<file path="config.mk">
export PLATFORM = sky130hd
export DESIGN_NAME = pid_temperature_regulator_top
export DESIGN_NICKNAME = d
export VERILOG_FILES = /design/src/pidtr_pkg.sv /design/src/pidtr_ctrl.sv /design/src/pidtr_dp.sv /design/src/pid_temperature_regulator_top.sv
export SDC_FILE = /design/constraint.sdc
export NUM_CORES = 2
export LEC_CHECK = 0
export ABC_CLOCK_PERIOD_IN_PS = 9200
export BUFFER_PORTS_ARGS = -buffer_cell sky130_fd_sc_hd__buf_2
export CORE_MARGIN = 10
export CORE_UTILIZATION = 25
export CTS_BUF_LIST = sky130_fd_sc_hd__clkbuf_4 sky130_fd_sc_hd__clkbuf_8
export CTS_CLUSTER_DIAMETER = 200
export DETAILED_ROUTE_END_ITERATION = 12
export PLACE_DENSITY = 0.42
export SLEW_MARGIN = 20
export SYNTH_ARGS = -nofsm -noshare
export SYNTH_HDL_FRONTEND = slang
export SYNTH_SLANG_ARGS = --single-unit
</file>
<file path="constraint.sdc">
create_clock -name aclk -period 9.2 [get_ports aclk]
set_input_delay 0.92 -clock aclk [delete_from_list [all_inputs] [get_ports aclk]]
set_output_delay 0.92 -clock aclk [all_outputs]
set_load 0.01 [all_outputs]
</file>
<file path="src/pidtr_pkg.sv">
package pidtr_pkg;

    localparam int TEMP_W   = 16;
    localparam int DUTY_W   = 15;
    localparam int CFG_IDX_W  = 3;
    localparam int CFG_DATA_W = 16;

    localparam int SP_W     = 13;
    localparam int GP_W     = 15;
    localparam int GI_W     = 12;
    localparam int GD_W     = 14;
    localparam int PERIOD_W = 16;

    localparam int ERR_W    = 17;
    localparam int DERR_W   = 18;
    localparam int INTEG_W  = 20;
    localparam int MUL_A_W  = 32;
    localparam int MUL_B_W  = 20;
    localparam int PROD_W   = 48;
    localparam int ACC_W    = 57;
    localparam int REM_W    = ACC_W - 12;
    localparam int DIV_STEPS = DUTY_W;
    localparam int DSOR_W   = PERIOD_W + DIV_STEPS - 1;
    localparam int DIV_CNT_W = $clog2(DIV_STEPS);

    localparam logic [SP_W-1:0] SETPOINT_MIN = 13'd0;
    localparam logic [SP_W-1:0] SETPOINT_MAX = 13'd8000;
    localparam logic [SP_W-1:0] TARGET_RESET = 13'd1600;
    localparam logic [PERIOD_W-1:0] PERIOD_RESET = 16'd256;
    localparam logic [DUTY_W-1:0] DUTY_MAX = 15'd25600;
    localparam logic signed [INTEG_W-1:0] INTEG_LIMIT = 20'sd409600;

    localparam logic [CFG_IDX_W-1:0] CFG_RUN_ENABLE    = 3'd0;
    localparam logic [CFG_IDX_W-1:0] CFG_GAINS_VALID   = 3'd1;
    localparam logic [CFG_IDX_W-1:0] CFG_TARGET_TEMP   = 3'd2;
    localparam logic [CFG_IDX_W-1:0] CFG_GAIN_P        = 3'd3;
    localparam logic [CFG_IDX_W-1:0] CFG_GAIN_I        = 3'd4;
    localparam logic [CFG_IDX_W-1:0] CFG_GAIN_D        = 3'd5;
    localparam logic [CFG_IDX_W-1:0] CFG_SAMPLE_PERIOD = 3'd6;

    typedef enum logic [3:0] {
        OP_NONE,
        OP_LOAD,
        OP_MUL_EP,
        OP_INTEG,
        OP_MUL_GPP,
        OP_MUL_PE,
        OP_ACC_P,
        OP_MUL_GIP,
        OP_MUL_IE,
        OP_ACC_I,
        OP_MUL_D,
        OP_ACC_D,
        OP_DIV_INIT,
        OP_DIV_STEP,
        OP_COMMIT,
        OP_ZERO
    } op_t;

    typedef enum logic [3:0] {
        ST_IDLE,
        ST_MEP,
        ST_INTEG,
        ST_GPP,
        ST_PE,
        ST_ACCP,
        ST_GIP,
        ST_IE,
        ST_ACCI,
        ST_MULD,
        ST_ACCD,
        ST_DIVI,
        ST_DIV,
        ST_COMMIT,
        ST_ZERO
    } state_t;

    typedef struct packed {
        op_t op;
    } cmd_t;

    typedef struct packed {
        logic enabled;
        logic out_free;
    } status_t;

endpackage

</file>
<file path="src/pidtr_ctrl.sv">
module pidtr_ctrl (
    input  logic               aclk,
    input  logic               aresetn,
    input  logic               s_valid,
    output logic               s_ready,
    input  pidtr_pkg::status_t status,
    output pidtr_pkg::cmd_t    cmd
);

    pidtr_pkg::state_t state_reg, state_next;
    logic [pidtr_pkg::DIV_CNT_W-1:0] div_cnt_reg, div_cnt_next;

    always_ff @(posedge aclk) begin
        if (!aresetn) begin
            state_reg   <= pidtr_pkg::ST_IDLE;
            div_cnt_reg <= '0;
        end else begin
            state_reg   <= state_next;
            div_cnt_reg <= div_cnt_next;
        end
    end

    always_comb begin
        state_next   = state_reg;
        div_cnt_next = div_cnt_reg;
        cmd.op       = pidtr_pkg::OP_NONE;
        s_ready      = 1'b0;
        case (state_reg)
            pidtr_pkg::ST_IDLE: begin
                s_ready = 1'b1;
                if (s_valid) begin
                    if (status.enabled) begin
                        cmd.op     = pidtr_pkg::OP_LOAD;
                        state_next = pidtr_pkg::ST_MEP;
                    end else begin
                        state_next = pidtr_pkg::ST_ZERO;
                    end
                end
            end
            pidtr_pkg::ST_MEP: begin
                cmd.op     = pidtr_pkg::OP_MUL_EP;
                state_next = pidtr_pkg::ST_INTEG;
            end
            pidtr_pkg::ST_INTEG: begin
                cmd.op     = pidtr_pkg::OP_INTEG;
                state_next = pidtr_pkg::ST_GPP;
            end
            pidtr_pkg::ST_GPP: begin
                cmd.op     = pidtr_pkg::OP_MUL_GPP;
                state_next = pidtr_pkg::ST_PE;
            end
            pidtr_pkg::ST_PE: begin
                cmd.op     = pidtr_pkg::OP_MUL_PE;
                state_next = pidtr_pkg::ST_ACCP;
            end
            pidtr_pkg::ST_ACCP: begin
                cmd.op     = pidtr_pkg::OP_ACC_P;
                state_next = pidtr_pkg::ST_GIP;
            end
            pidtr_pkg::ST_GIP: begin
                cmd.op     = pidtr_pkg::OP_MUL_GIP;
                state_next = pidtr_pkg::ST_IE;
            end
            pidtr_pkg::ST_IE: begin
                cmd.op     = pidtr_pkg::OP_MUL_IE;
                state_next = pidtr_pkg::ST_ACCI;
            end
            pidtr_pkg::ST_ACCI: begin
                cmd.op     = pidtr_pkg::OP_ACC_I;
                state_next = pidtr_pkg::ST_MULD;
            end
            pidtr_pkg::ST_MULD: begin
                cmd.op     = pidtr_pkg::OP_MUL_D;
                state_next = pidtr_pkg::ST_ACCD;
            end
            pidtr_pkg::ST_ACCD: begin
                cmd.op     = pidtr_pkg::OP_ACC_D;
                state_next = pidtr_pkg::ST_DIVI;
            end
            pidtr_pkg::ST_DIVI: begin
                cmd.op       = pidtr_pkg::OP_DIV_INIT;
                div_cnt_next = pidtr_pkg::DIV_CNT_W'(pidtr_pkg::DIV_STEPS - 1);
                state_next   = pidtr_pkg::ST_DIV;
            end
            pidtr_pkg::ST_DIV: begin
                cmd.op = pidtr_pkg::OP_DIV_STEP;
                if (div_cnt_reg == '0) begin
                    state_next = pidtr_pkg::ST_COMMIT;
                end else begin
                    div_cnt_next = div_cnt_reg - pidtr_pkg::DIV_CNT_W'(1);
                end
            end
            pidtr_pkg::ST_COMMIT: begin
                if (status.out_free) begin
                    cmd.op     = pidtr_pkg::OP_COMMIT;
                    state_next = pidtr_pkg::ST_IDLE;
                end
            end
            pidtr_pkg::ST_ZERO: begin
                if (status.out_free) begin
                    cmd.op     = pidtr_pkg::OP_ZERO;
                    state_next = pidtr_pkg::ST_IDLE;
                end
            end
            default: begin
                state_next = pidtr_pkg::ST_IDLE;
            end
        endcase
    end

endmodule

</file>
<file path="src/pidtr_dp.sv">
module pidtr_dp #(
    parameter logic [pidtr_pkg::SP_W-1:0] SETPOINT_MIN = pidtr_pkg::SETPOINT_MIN,
    parameter logic [pidtr_pkg::SP_W-1:0] SETPOINT_MAX = pidtr_pkg::SETPOINT_MAX
) (
    input  logic                                   aclk,
    input  logic                                   aresetn,
    input  pidtr_pkg::cmd_t                        cmd,
    output pidtr_pkg::status_t                     status,
    input  logic signed [pidtr_pkg::TEMP_W-1:0]    s_temp_sample,
    output logic                                   m_valid,
    input  logic                                   m_ready,
    output logic [pidtr_pkg::DUTY_W-1:0]           m_heater_duty,
    input  logic                                   cfg_wr,
    input  logic [pidtr_pkg::CFG_IDX_W-1:0]        cfg_index,
    input  logic [pidtr_pkg::CFG_DATA_W-1:0]       cfg_data
);

    logic run_en_reg, run_en_next;
    logic gains_ok_reg, gains_ok_next;
    logic [pidtr_pkg::SP_W-1:0]     target_reg, target_next;
    logic [pidtr_pkg::GP_W-1:0]     gp_reg, gp_next;
    logic [pidtr_pkg::GI_W-1:0]     gi_reg, gi_next;
    logic [pidtr_pkg::GD_W-1:0]     gd_reg, gd_next;
    logic [pidtr_pkg::PERIOD_W-1:0] period_reg, period_next;

    logic signed [pidtr_pkg::INTEG_W-1:0] integral_reg, integral_next;
    logic signed [pidtr_pkg::ERR_W-1:0]   last_err_reg, last_err_next;

    logic signed [pidtr_pkg::ERR_W-1:0]   err_reg, err_next;
    logic signed [pidtr_pkg::DERR_W-1:0]  derr_reg, derr_next;
    logic signed [pidtr_pkg::PROD_W-1:0]  prod_reg, prod_next;
    logic signed [pidtr_pkg::INTEG_W-1:0] integ_reg, integ_next;
    logic signed [pidtr_pkg::ACC_W-1:0]   acc_reg, acc_next;

    logic [pidtr_pkg::REM_W-1:0]   rem_reg, rem_next;
    logic [pidtr_pkg::DSOR_W-1:0]  dsor_reg, dsor_next;
    logic [pidtr_pkg::DUTY_W-1:0]  quot_reg, quot_next;
    logic ovf_reg, ovf_next;
    logic nonpos_reg, nonpos_next;

    logic [pidtr_pkg::DUTY_W-1:0] duty_reg, duty_next;
    logic m_valid_reg, m_valid_next;

    logic [pidtr_pkg::PERIOD_W-1:0]       period_eff;
    logic signed [pidtr_pkg::ERR_W-1:0]   err_calc;
    logic signed [pidtr_pkg::DERR_W-1:0]  derr_calc;
    logic signed [pidtr_pkg::MUL_A_W-1:0] mul_a;
    logic signed [pidtr_pkg::MUL_B_W-1:0] mul_b;
    logic signed [pidtr_pkg::MUL_A_W+pidtr_pkg::MUL_B_W-1:0] mul_p;
    logic signed [pidtr_pkg::PROD_W:0]    isum;
    logic signed [pidtr_pkg::ACC_W-1:0]   prod_ext;
    logic [pidtr_pkg::REM_W-1:0]          n_shift;
    logic                                 rem_ge;
    logic [pidtr_pkg::SP_W-1:0]           sp_in;

    assign period_eff = (period_reg == '0) ? pidtr_pkg::PERIOD_W'(1) : period_reg;
    assign err_calc   = $signed({4'b0, target_reg})
                      - $signed({s_temp_sample[pidtr_pkg::TEMP_W-1], s_temp_sample});
    assign derr_calc  = $signed({err_calc[pidtr_pkg::ERR_W-1], err_calc})
                      - $signed({last_err_reg[pidtr_pkg::ERR_W-1], last_err_reg});
    assign mul_p      = mul_a * mul_b;
    assign isum       = $signed({{(pidtr_pkg::PROD_W+1-pidtr_pkg::INTEG_W)
                                  {integral_reg[pidtr_pkg::INTEG_W-1]}}, integral_reg})
                      + $signed({prod_reg[pidtr_pkg::PROD_W-1], prod_reg});
    assign prod_ext   = $signed({{(pidtr_pkg::ACC_W-pidtr_pkg::PROD_W)
                                  {prod_reg[pidtr_pkg::PROD_W-1]}}, prod_reg});
    assign n_shift    = acc_reg[pidtr_pkg::ACC_W-1:12];
    assign rem_ge     = rem_reg >= pidtr_pkg::REM_W'(dsor_reg);
    assign sp_in      = cfg_data[pidtr_pkg::SP_W-1:0];

    assign status.enabled  = run_en_reg & gains_ok_reg;
    assign status.out_free = !m_valid_reg || m_ready;
    assign m_valid         = m_valid_reg;
    assign m_heater_duty   = duty_reg;

    always_comb begin
        mul_a = '0;
        mul_b = '0;
        case (cmd.op)
            pidtr_pkg::OP_MUL_EP: begin
                mul_a = {{(pidtr_pkg::MUL_A_W-pidtr_pkg::ERR_W){err_reg[pidtr_pkg::ERR_W-1]}},
                         err_reg};
                mul_b = {4'b0, period_eff};
            end
            pidtr_pkg::OP_MUL_GPP: begin
                mul_a = {17'b0, gp_reg};
                mul_b = {4'b0, period_eff};
            end
            pidtr_pkg::OP_MUL_PE: begin
                mul_a = prod_reg[pidtr_pkg::MUL_A_W-1:0];
                mul_b = {{(pidtr_pkg::MUL_B_W-pidtr_pkg::ERR_W){err_reg[pidtr_pkg::ERR_W-1]}},
                         err_reg};
            end
            pidtr_pkg::OP_MUL_GIP: begin
                mul_a = {20'b0, gi_reg};
                mul_b = {4'b0, period_eff};
            end
            pidtr_pkg::OP_MUL_IE: begin
                mul_a = prod_reg[pidtr_pkg::MUL_A_W-1:0];
                mul_b = integ_reg;
            end
            pidtr_pkg::OP_MUL_D: begin
                mul_a = {18'b0, gd_reg};
                mul_b = {{(pidtr_pkg::MUL_B_W-pidtr_pkg::DERR_W)
                          {derr_reg[pidtr_pkg::DERR_W-1]}}, derr_reg};
            end
            default: begin
            end
        endcase
    end

    always_comb begin
        run_en_next   = run_en_reg;
        gains_ok_next = gains_ok_reg;
        target_next   = target_reg;
        gp_next       = gp_reg;
        gi_next       = gi_reg;
        gd_next       = gd_reg;
        period_next   = period_reg;
        integral_next = integral_reg;
        last_err_next = last_err_reg;
        err_next      = err_reg;
        derr_next     = derr_reg;
        prod_next     = prod_reg;
        integ_next    = integ_reg;
        acc_next      = acc_reg;
        rem_next      = rem_reg;
        dsor_next     = dsor_reg;
        quot_next     = quot_reg;
        ovf_next      = ovf_reg;
        nonpos_next   = nonpos_reg;
        duty_next     = duty_reg;
        m_valid_next  = m_valid_reg;

        if (m_valid_reg && m_ready) begin
            m_valid_next = 1'b0;
        end

        case (cmd.op)
            pidtr_pkg::OP_LOAD: begin
                err_next  = err_calc;
                derr_next = derr_calc;
            end
            pidtr_pkg::OP_MUL_EP, pidtr_pkg::OP_MUL_GPP, pidtr_pkg::OP_MUL_PE,
            pidtr_pkg::OP_MUL_GIP, pidtr_pkg::OP_MUL_IE, pidtr_pkg::OP_MUL_D: begin
                prod_next = mul_p[pidtr_pkg::PROD_W-1:0];
            end
            pidtr_pkg::OP_INTEG: begin
                if (isum > $signed((pidtr_pkg::PROD_W+1)'(pidtr_pkg::INTEG_LIMIT))) begin
                    integ_next = pidtr_pkg::INTEG_LIMIT;
                end else if (isum < -$signed((pidtr_pkg::PROD_W+1)'(pidtr_pkg::INTEG_LIMIT)))
                begin
                    integ_next = -pidtr_pkg::INTEG_LIMIT;
                end else begin
                    integ_next = isum[pidtr_pkg::INTEG_W-1:0];
                end
            end
            pidtr_pkg::OP_ACC_P: begin
                acc_next = prod_ext <<< 8;
            end
            pidtr_pkg::OP_ACC_I: begin
                acc_next = acc_reg + prod_ext;
            end
            pidtr_pkg::OP_ACC_D: begin
                acc_next = acc_reg + (prod_ext <<< 16);
            end
            pidtr_pkg::OP_DIV_INIT: begin
                // sum/(4096*T) == (sum>>12)/T for a positive sum
                nonpos_next = acc_reg[pidtr_pkg::ACC_W-1] || (acc_reg == '0);
                rem_next    = n_shift;
                ovf_next    = n_shift >= pidtr_pkg::REM_W'({period_eff, {pidtr_pkg::DIV_STEPS{1'b0}}});
                dsor_next   = {period_eff, {(pidtr_pkg::DIV_STEPS-1){1'b0}}};
                quot_next   = '0;
            end
            pidtr_pkg::OP_DIV_STEP: begin
                if (rem_ge) begin
                    rem_next = rem_reg - pidtr_pkg::REM_W'(dsor_reg);
                end
                quot_next = {quot_reg[pidtr_pkg::DUTY_W-2:0], rem_ge};
                dsor_next = dsor_reg >> 1;
            end
            pidtr_pkg::OP_COMMIT: begin
                if (nonpos_reg) begin
                    duty_next = '0;
                end else if (ovf_reg || (quot_reg > pidtr_pkg::DUTY_MAX)) begin
                    duty_next = pidtr_pkg::DUTY_MAX;
                end else begin
                    duty_next = quot_reg;
                end
                integral_next = integ_reg;
                last_err_next = err_reg;
                m_valid_next  = 1'b1;
            end
            pidtr_pkg::OP_ZERO: begin
                duty_next    = '0;
                m_valid_next = 1'b1;
            end
            default: begin
            end
        endcase

        if (cfg_wr) begin
            case (cfg_index)
                pidtr_pkg::CFG_RUN_ENABLE: begin
                    run_en_next = cfg_data[0];
                    if (!cfg_data[0]) begin
                        integral_next = '0;
                        last_err_next = '0;
                    end
                end
                pidtr_pkg::CFG_GAINS_VALID: gains_ok_next = cfg_data[0];
                pidtr_pkg::CFG_TARGET_TEMP: begin
                    if (sp_in > SETPOINT_MAX) begin
                        target_next = SETPOINT_MAX;
                    end else if (sp_in < SETPOINT_MIN) begin
                        target_next = SETPOINT_MIN;
                    end else begin
                        target_next = sp_in;
                    end
                end
                pidtr_pkg::CFG_GAIN_P:        gp_next     = cfg_data[pidtr_pkg::GP_W-1:0];
                pidtr_pkg::CFG_GAIN_I:        gi_next     = cfg_data[pidtr_pkg::GI_W-1:0];
                pidtr_pkg::CFG_GAIN_D:        gd_next     = cfg_data[pidtr_pkg::GD_W-1:0];
                pidtr_pkg::CFG_SAMPLE_PERIOD: period_next = cfg_data;
                default: begin
                end
            endcase
        end
    end

    always_ff @(posedge aclk) begin
        if (!aresetn) begin
            run_en_reg   <= 1'b0;
            gains_ok_reg <= 1'b0;
            target_reg   <= pidtr_pkg::TARGET_RESET;
            gp_reg       <= '0;
            gi_reg       <= '0;
            gd_reg       <= '0;
            period_reg   <= pidtr_pkg::PERIOD_RESET;
            integral_reg <= '0;
            last_err_reg <= '0;
            m_valid_reg  <= 1'b0;
        end else begin
            run_en_reg   <= run_en_next;
            gains_ok_reg <= gains_ok_next;
            target_reg   <= target_next;
            gp_reg       <= gp_next;
            gi_reg       <= gi_next;
            gd_reg       <= gd_next;
            period_reg   <= period_next;
            integral_reg <= integral_next;
            last_err_reg <= last_err_next;
            m_valid_reg  <= m_valid_next;
        end
    end

    always_ff @(posedge aclk) begin
        err_reg    <= err_next;
        derr_reg   <= derr_next;
        prod_reg   <= prod_next;
        integ_reg  <= integ_next;
        acc_reg    <= acc_next;
        rem_reg    <= rem_next;
        dsor_reg   <= dsor_next;
        quot_reg   <= quot_next;
        ovf_reg    <= ovf_next;
        nonpos_reg <= nonpos_next;
        duty_reg   <= duty_next;
    end

endmodule

</file>
<file path="src/pid_temperature_regulator_top.sv">
// channel   direction  handshake            payload
// s_        in         s_valid / s_ready    s_temp_sample  (16b signed, 1/16 C)
// m_        out        m_valid / m_ready    m_heater_duty  (15b, 1/256 %)
// cfg_      in         cfg_valid/cfg_ready  cfg_index (3b), cfg_data (16b)
//
// Enabled sample: the result is computed by the shared
// 32x20 multiplier sequence (10 steps) and a 15-step restoring divider.
// Disabled or gains not valid: a zero duty is written via ST_ZERO instead.
// The result register holds one transaction; a stalled m_ready blocks only
// the final write-back. Synchronous active-low reset; cfg_ready is always high.
module pid_temperature_regulator_top #(
    parameter logic [pidtr_pkg::SP_W-1:0] SETPOINT_MIN = pidtr_pkg::SETPOINT_MIN,
    parameter logic [pidtr_pkg::SP_W-1:0] SETPOINT_MAX = pidtr_pkg::SETPOINT_MAX
) (
    input  logic                                aclk,
    input  logic                                aresetn,
    input  logic                                s_valid,
    output logic                                s_ready,
    input  logic signed [pidtr_pkg::TEMP_W-1:0] s_temp_sample,
    output logic                                m_valid,
    input  logic                                m_ready,
    output logic [pidtr_pkg::DUTY_W-1:0]        m_heater_duty,
    input  logic                                cfg_valid,
    output logic                                cfg_ready,
    input  logic [pidtr_pkg::CFG_IDX_W-1:0]     cfg_index,
    input  logic [pidtr_pkg::CFG_DATA_W-1:0]    cfg_data
);

    pidtr_pkg::cmd_t    cmd;
    pidtr_pkg::status_t status;

    assign cfg_ready = 1'b1;

    pidtr_ctrl u_ctrl (
        .aclk    (aclk),
        .aresetn (aresetn),
        .s_valid (s_valid),
        .s_ready (s_ready),
        .status  (status),
        .cmd     (cmd)
    );

    pidtr_dp #(
        .SETPOINT_MIN (SETPOINT_MIN),
        .SETPOINT_MAX (SETPOINT_MAX)
    ) u_dp (
        .aclk          (aclk),
        .aresetn       (aresetn),
        .cmd           (cmd),
        .status        (status),
        .s_temp_sample (s_temp_sample),
        .m_valid       (m_valid),
        .m_ready       (m_ready),
        .m_heater_duty (m_heater_duty),
        .cfg_wr        (cfg_valid && cfg_ready),
        .cfg_index     (cfg_index),
        .cfg_data      (cfg_data)
    );

endmodule

</file>
==> impl_results.md <==
- Finished Core Util: 0.283
- Top-count cell post-synth: inv_1
- Count of flip-flops with a built-in enable after synthesis: 267
- Cells on Worst Hold Path: 2
- # fillers: 20700
- Crit path launch type: flop
- Die Span X: 460 um
- Layout Cells excl Fill: 8296
- GRT overflow: 0
- Post-synth top area share: 0.250
- Hold Slack: 0.455 ns
- Most used DFF post-synth: edfxtp_1
- Most Crowded Layer GR: met2
- Ys Warns: 0
- Hold path endpoint: u_dp.last_err_reg[5]$_SDFF_PN0_
- Cell count after placement: 8151
- Sum Neg Setup Slack: 0 ns
- Setup Slack @ Placement: 0.140 ns
- R2r worst-path depth: 35
- Vias: 40000
- Ys async rst share: 0
- Layout cells sized above 1: 0.0853
- Syn Nets: 6592
- Min Clock Period, post-route: 8.77 ns
- Register Area: 0.0104 mm^2
- Io pins: 58
- Worst path max stage delay: 0.67 ns
- Internal reg-to-reg setup slack: 0.43 ns
- CORE AREA: 0.193 mm^2
- Hold Crit Start: u_dp.last_err_reg[5]$_SDFF_PN0_
- Most instantiated cells after synthesis: 858 x inv_1, 829 x nand2_1, 605 x fa_1
- Slew @ Worst Pin: 1.07 ns
- Sequential area share after synthesis: 0.214
- Critical path arrival: 9.18 ns
- Pwr/cell area: 284 mW/mm^2
- Worst reg2reg endpoint: u_dp.prod_reg[46]$_DFFE_PP_
- GRT Util Overall: 0.165
- Max VDD drop: 0.000147 V
- Crit share post-route: 0.954
- Root Buffer: clkbuf_8
- Final HPWL DP: 144 mm
- Met2 usage: 0.264
- Vias per cell: 4.83
- Initial core utilization: 0.252
- Routability Congestion: 0.936
- Met3 Track Usage GR: 0.0251
- TritonCTS buffer count: 77
- CP delay by family, top: adder cells
- Max reg flops: 57
- Antenna violations before repair: 7
- Final nets: 6698
- Final hold viol count: 0
- Post-synthesis average cell area: 8.65 um^2
- Synth Instances: 5600
- Final WL: 177 mm
- Hold crit path type: flop to flop
- Area taken by multi-input logic gates: 0.0342 mm^2
- H-tree levels: 3
- Clock tree from TritonCTS: yes
- Synthesized area: 0.0485 mm^2
- Met1 Use GR: 0.235
- Clock Latency Late Sink: 0.71 ns
- Iteration-0 DRC Markers: 2932
- Pleak: 24.7 nW
- Clock transition at path regs: 0.06 ns
- Placement row count: 161
- Seq cells post-synth: 385
- # Max-Cap Violations: 0
- First-pass DRT Iterations: 8
- Pins Over Slew Limit: 0
- Worst r2r src: u_ctrl.state_reg[1]$_SDFFE_PN0P_
- CP Capture Type: flop
- Crit Path Class: flop to flop
- DR DRC count: 0
- Port Buf Inserts: 56
- WP buf/inv: 10
- Chip height: 460 um
- Worst path slowest cell: fa_1
- F_max: 0.114 GHz
- Setup repair after global routing missed its margin: no
- First-pass GRT wire length: 267 mm
- Max Root-Sink Buffers: 3
- Final setup fails: 0
- Crit path required time: 9.61 ns
- Setup WS post-layout: 0.427 ns
- Post-synthesis cell type count: 94
- Clock sinks: 385
- P&R area growth vs syn: 12.6%
- Top cells by area, synth: fa_1 25%, edfxtp_1 17%, ha_1 9.0%, inv_1 6.6%, nand2_1 6.4%
- Hold_buf cts: 0
- Full die area: 0.212 mm^2
- Clk_skew: 0.0541 ns
- Vias in the first global route: 41500
- Post-DRT Antenna Nets: 0
- Largest net degree at the start of global routing: 82
- Wirelength per Cell: 21.3 um
- Crit path max fanout: 10
- Status: finished, final reports clean
- Cell type with the highest aggregate area in the netlist: fa_1
- Most used cell, CP: fa_1
- Relative slew slack: 0.281
==> worst min-delay path, cell delays in order, from the launching register on <==
cell and delay, ns:
dfxtp_1 0.31, nand2_1 0.05, a21oi_1 0.05
==> what timing repair did <==
item | 4_1_cts | 5_1_grt
buffers inserted | 0 | 1
gates resized for setup | 0 | 42
endpoints found under the setup margin | 0 | 14
==> how the worst max path moves through the flow <==
stage                                           startpoint                           to  slack (ns)  cells past startpoint
final                     u_ctrl.state_reg[1]$_SDFFE_PN0P_  u_dp.prod_reg[46]$_DFFE_PP_        0.43                     35
after global routing      u_ctrl.state_reg[0]$_SDFFE_PN0P_  u_dp.prod_reg[46]$_DFFE_PP_     0.00003                     34
after CTS                 u_ctrl.state_reg[3]$_SDFFE_PN0P_  u_dp.prod_reg[39]$_DFFE_PP_        0.08                     30
after detailed placement  u_ctrl.state_reg[3]$_SDFFE_PN0P_  u_dp.prod_reg[39]$_DFFE_PP_        0.14                     30
after global placement    u_ctrl.state_reg[3]$_SDFFE_PN0P_  u_dp.prod_reg[39]$_DFFE_PP_        0.23                     30
after floorplan           u_ctrl.state_reg[1]$_SDFFE_PN0P_  u_dp.prod_reg[39]$_DFFE_PP_        0.35                     34
==> logic make-up (layout without fill, tap and decap cells) <==
logic type	Yosys count	count (layout)	synth area share
compound gates	1093	1094	0.148
xor+xnor	233	233	0.0421
fa+ha+maj	952	952	0.340
buf+inv	1081	1249	0.0844
flops	385	385	0.214
mux	10	10	0.00217
other cells	1	2	0.0000774
simple gates	1845	1845	0.169
==> through the flow <==
| stage | power, mW | area [um^2] |
|---|---|---|
| 2_1_floorplan | 9.90 | 48500 |
| 3_3_place_gp | 13.5 | 52700 |
| 3_5_place_dp | 13.5 | 52700 |
| 4_1_cts | 15.5 | 54400 |
| 5_1_grt | 16.8 | 54500 |
| 6_report | 15.5 | 54500 |
==> power by group <==
group          switching (mW)  leakage [nW]  internal (mW)
clock network           0.833         0.878           1.08
registers               0.850          3.43           2.55
logic                    6.26          20.4           3.91
==> cell usage in the layout, fill, tap and decap left out, types with 20 or more instances in the layout <==
cell,netlist,layout
buf_2,7,56
a21boi_0,76,76
nand4_1,49,49
or3_1,22,20
nand2b_1,44,44
xor2_1,88,88
and2_1,29,30
dfxtp_1,118,116
nand2_1,829,827
and3_1,55,49
nor3_1,65,61
o21bai_1,27,27
or2_2,23,22
fa_1,605,604
clkbuf_4,0,31
inv_1,858,858
buf_4,2,177
o21ai_0,208,205
nor2b_1,58,58
a31oi_1,27,27
a211oi_1,27,27
nor4_1,31,31
a22oi_1,63,63
nand3_1,74,70
xnor2_1,145,145
nor2_1,503,496
clkbuf_8,0,91
a21o_1,162,161
edfxtp_1,267,267
o21a_1,41,41
a21oi_1,283,273
ha_1,347,346
==> area by class of cell <==
cell class	count	share of cell area
Multi-Input combinational cell	4135	0.627
Sequential cell	385	0.190
Inverter	858	0.0590
Tap cell	2526	0.0579
Timing Repair Buffer	249	0.0348
Clock buffer	122	0.0272
Clock inverter	20	0.00326
Antenna cell	1	0.0000459
==> layer usage <==
layer / wire length [um] / vias to the layer above / share of wire
met3: 10300 / 184 / 0.059
met4: 3250 / 0 / 0.018
li1: - / 18700 / -
met1: 84000 / 20200 / 0.48
met5: 0 / - / 0
met2: 79100 / 994 / 0.45
(Power assumes the default switching activity.)
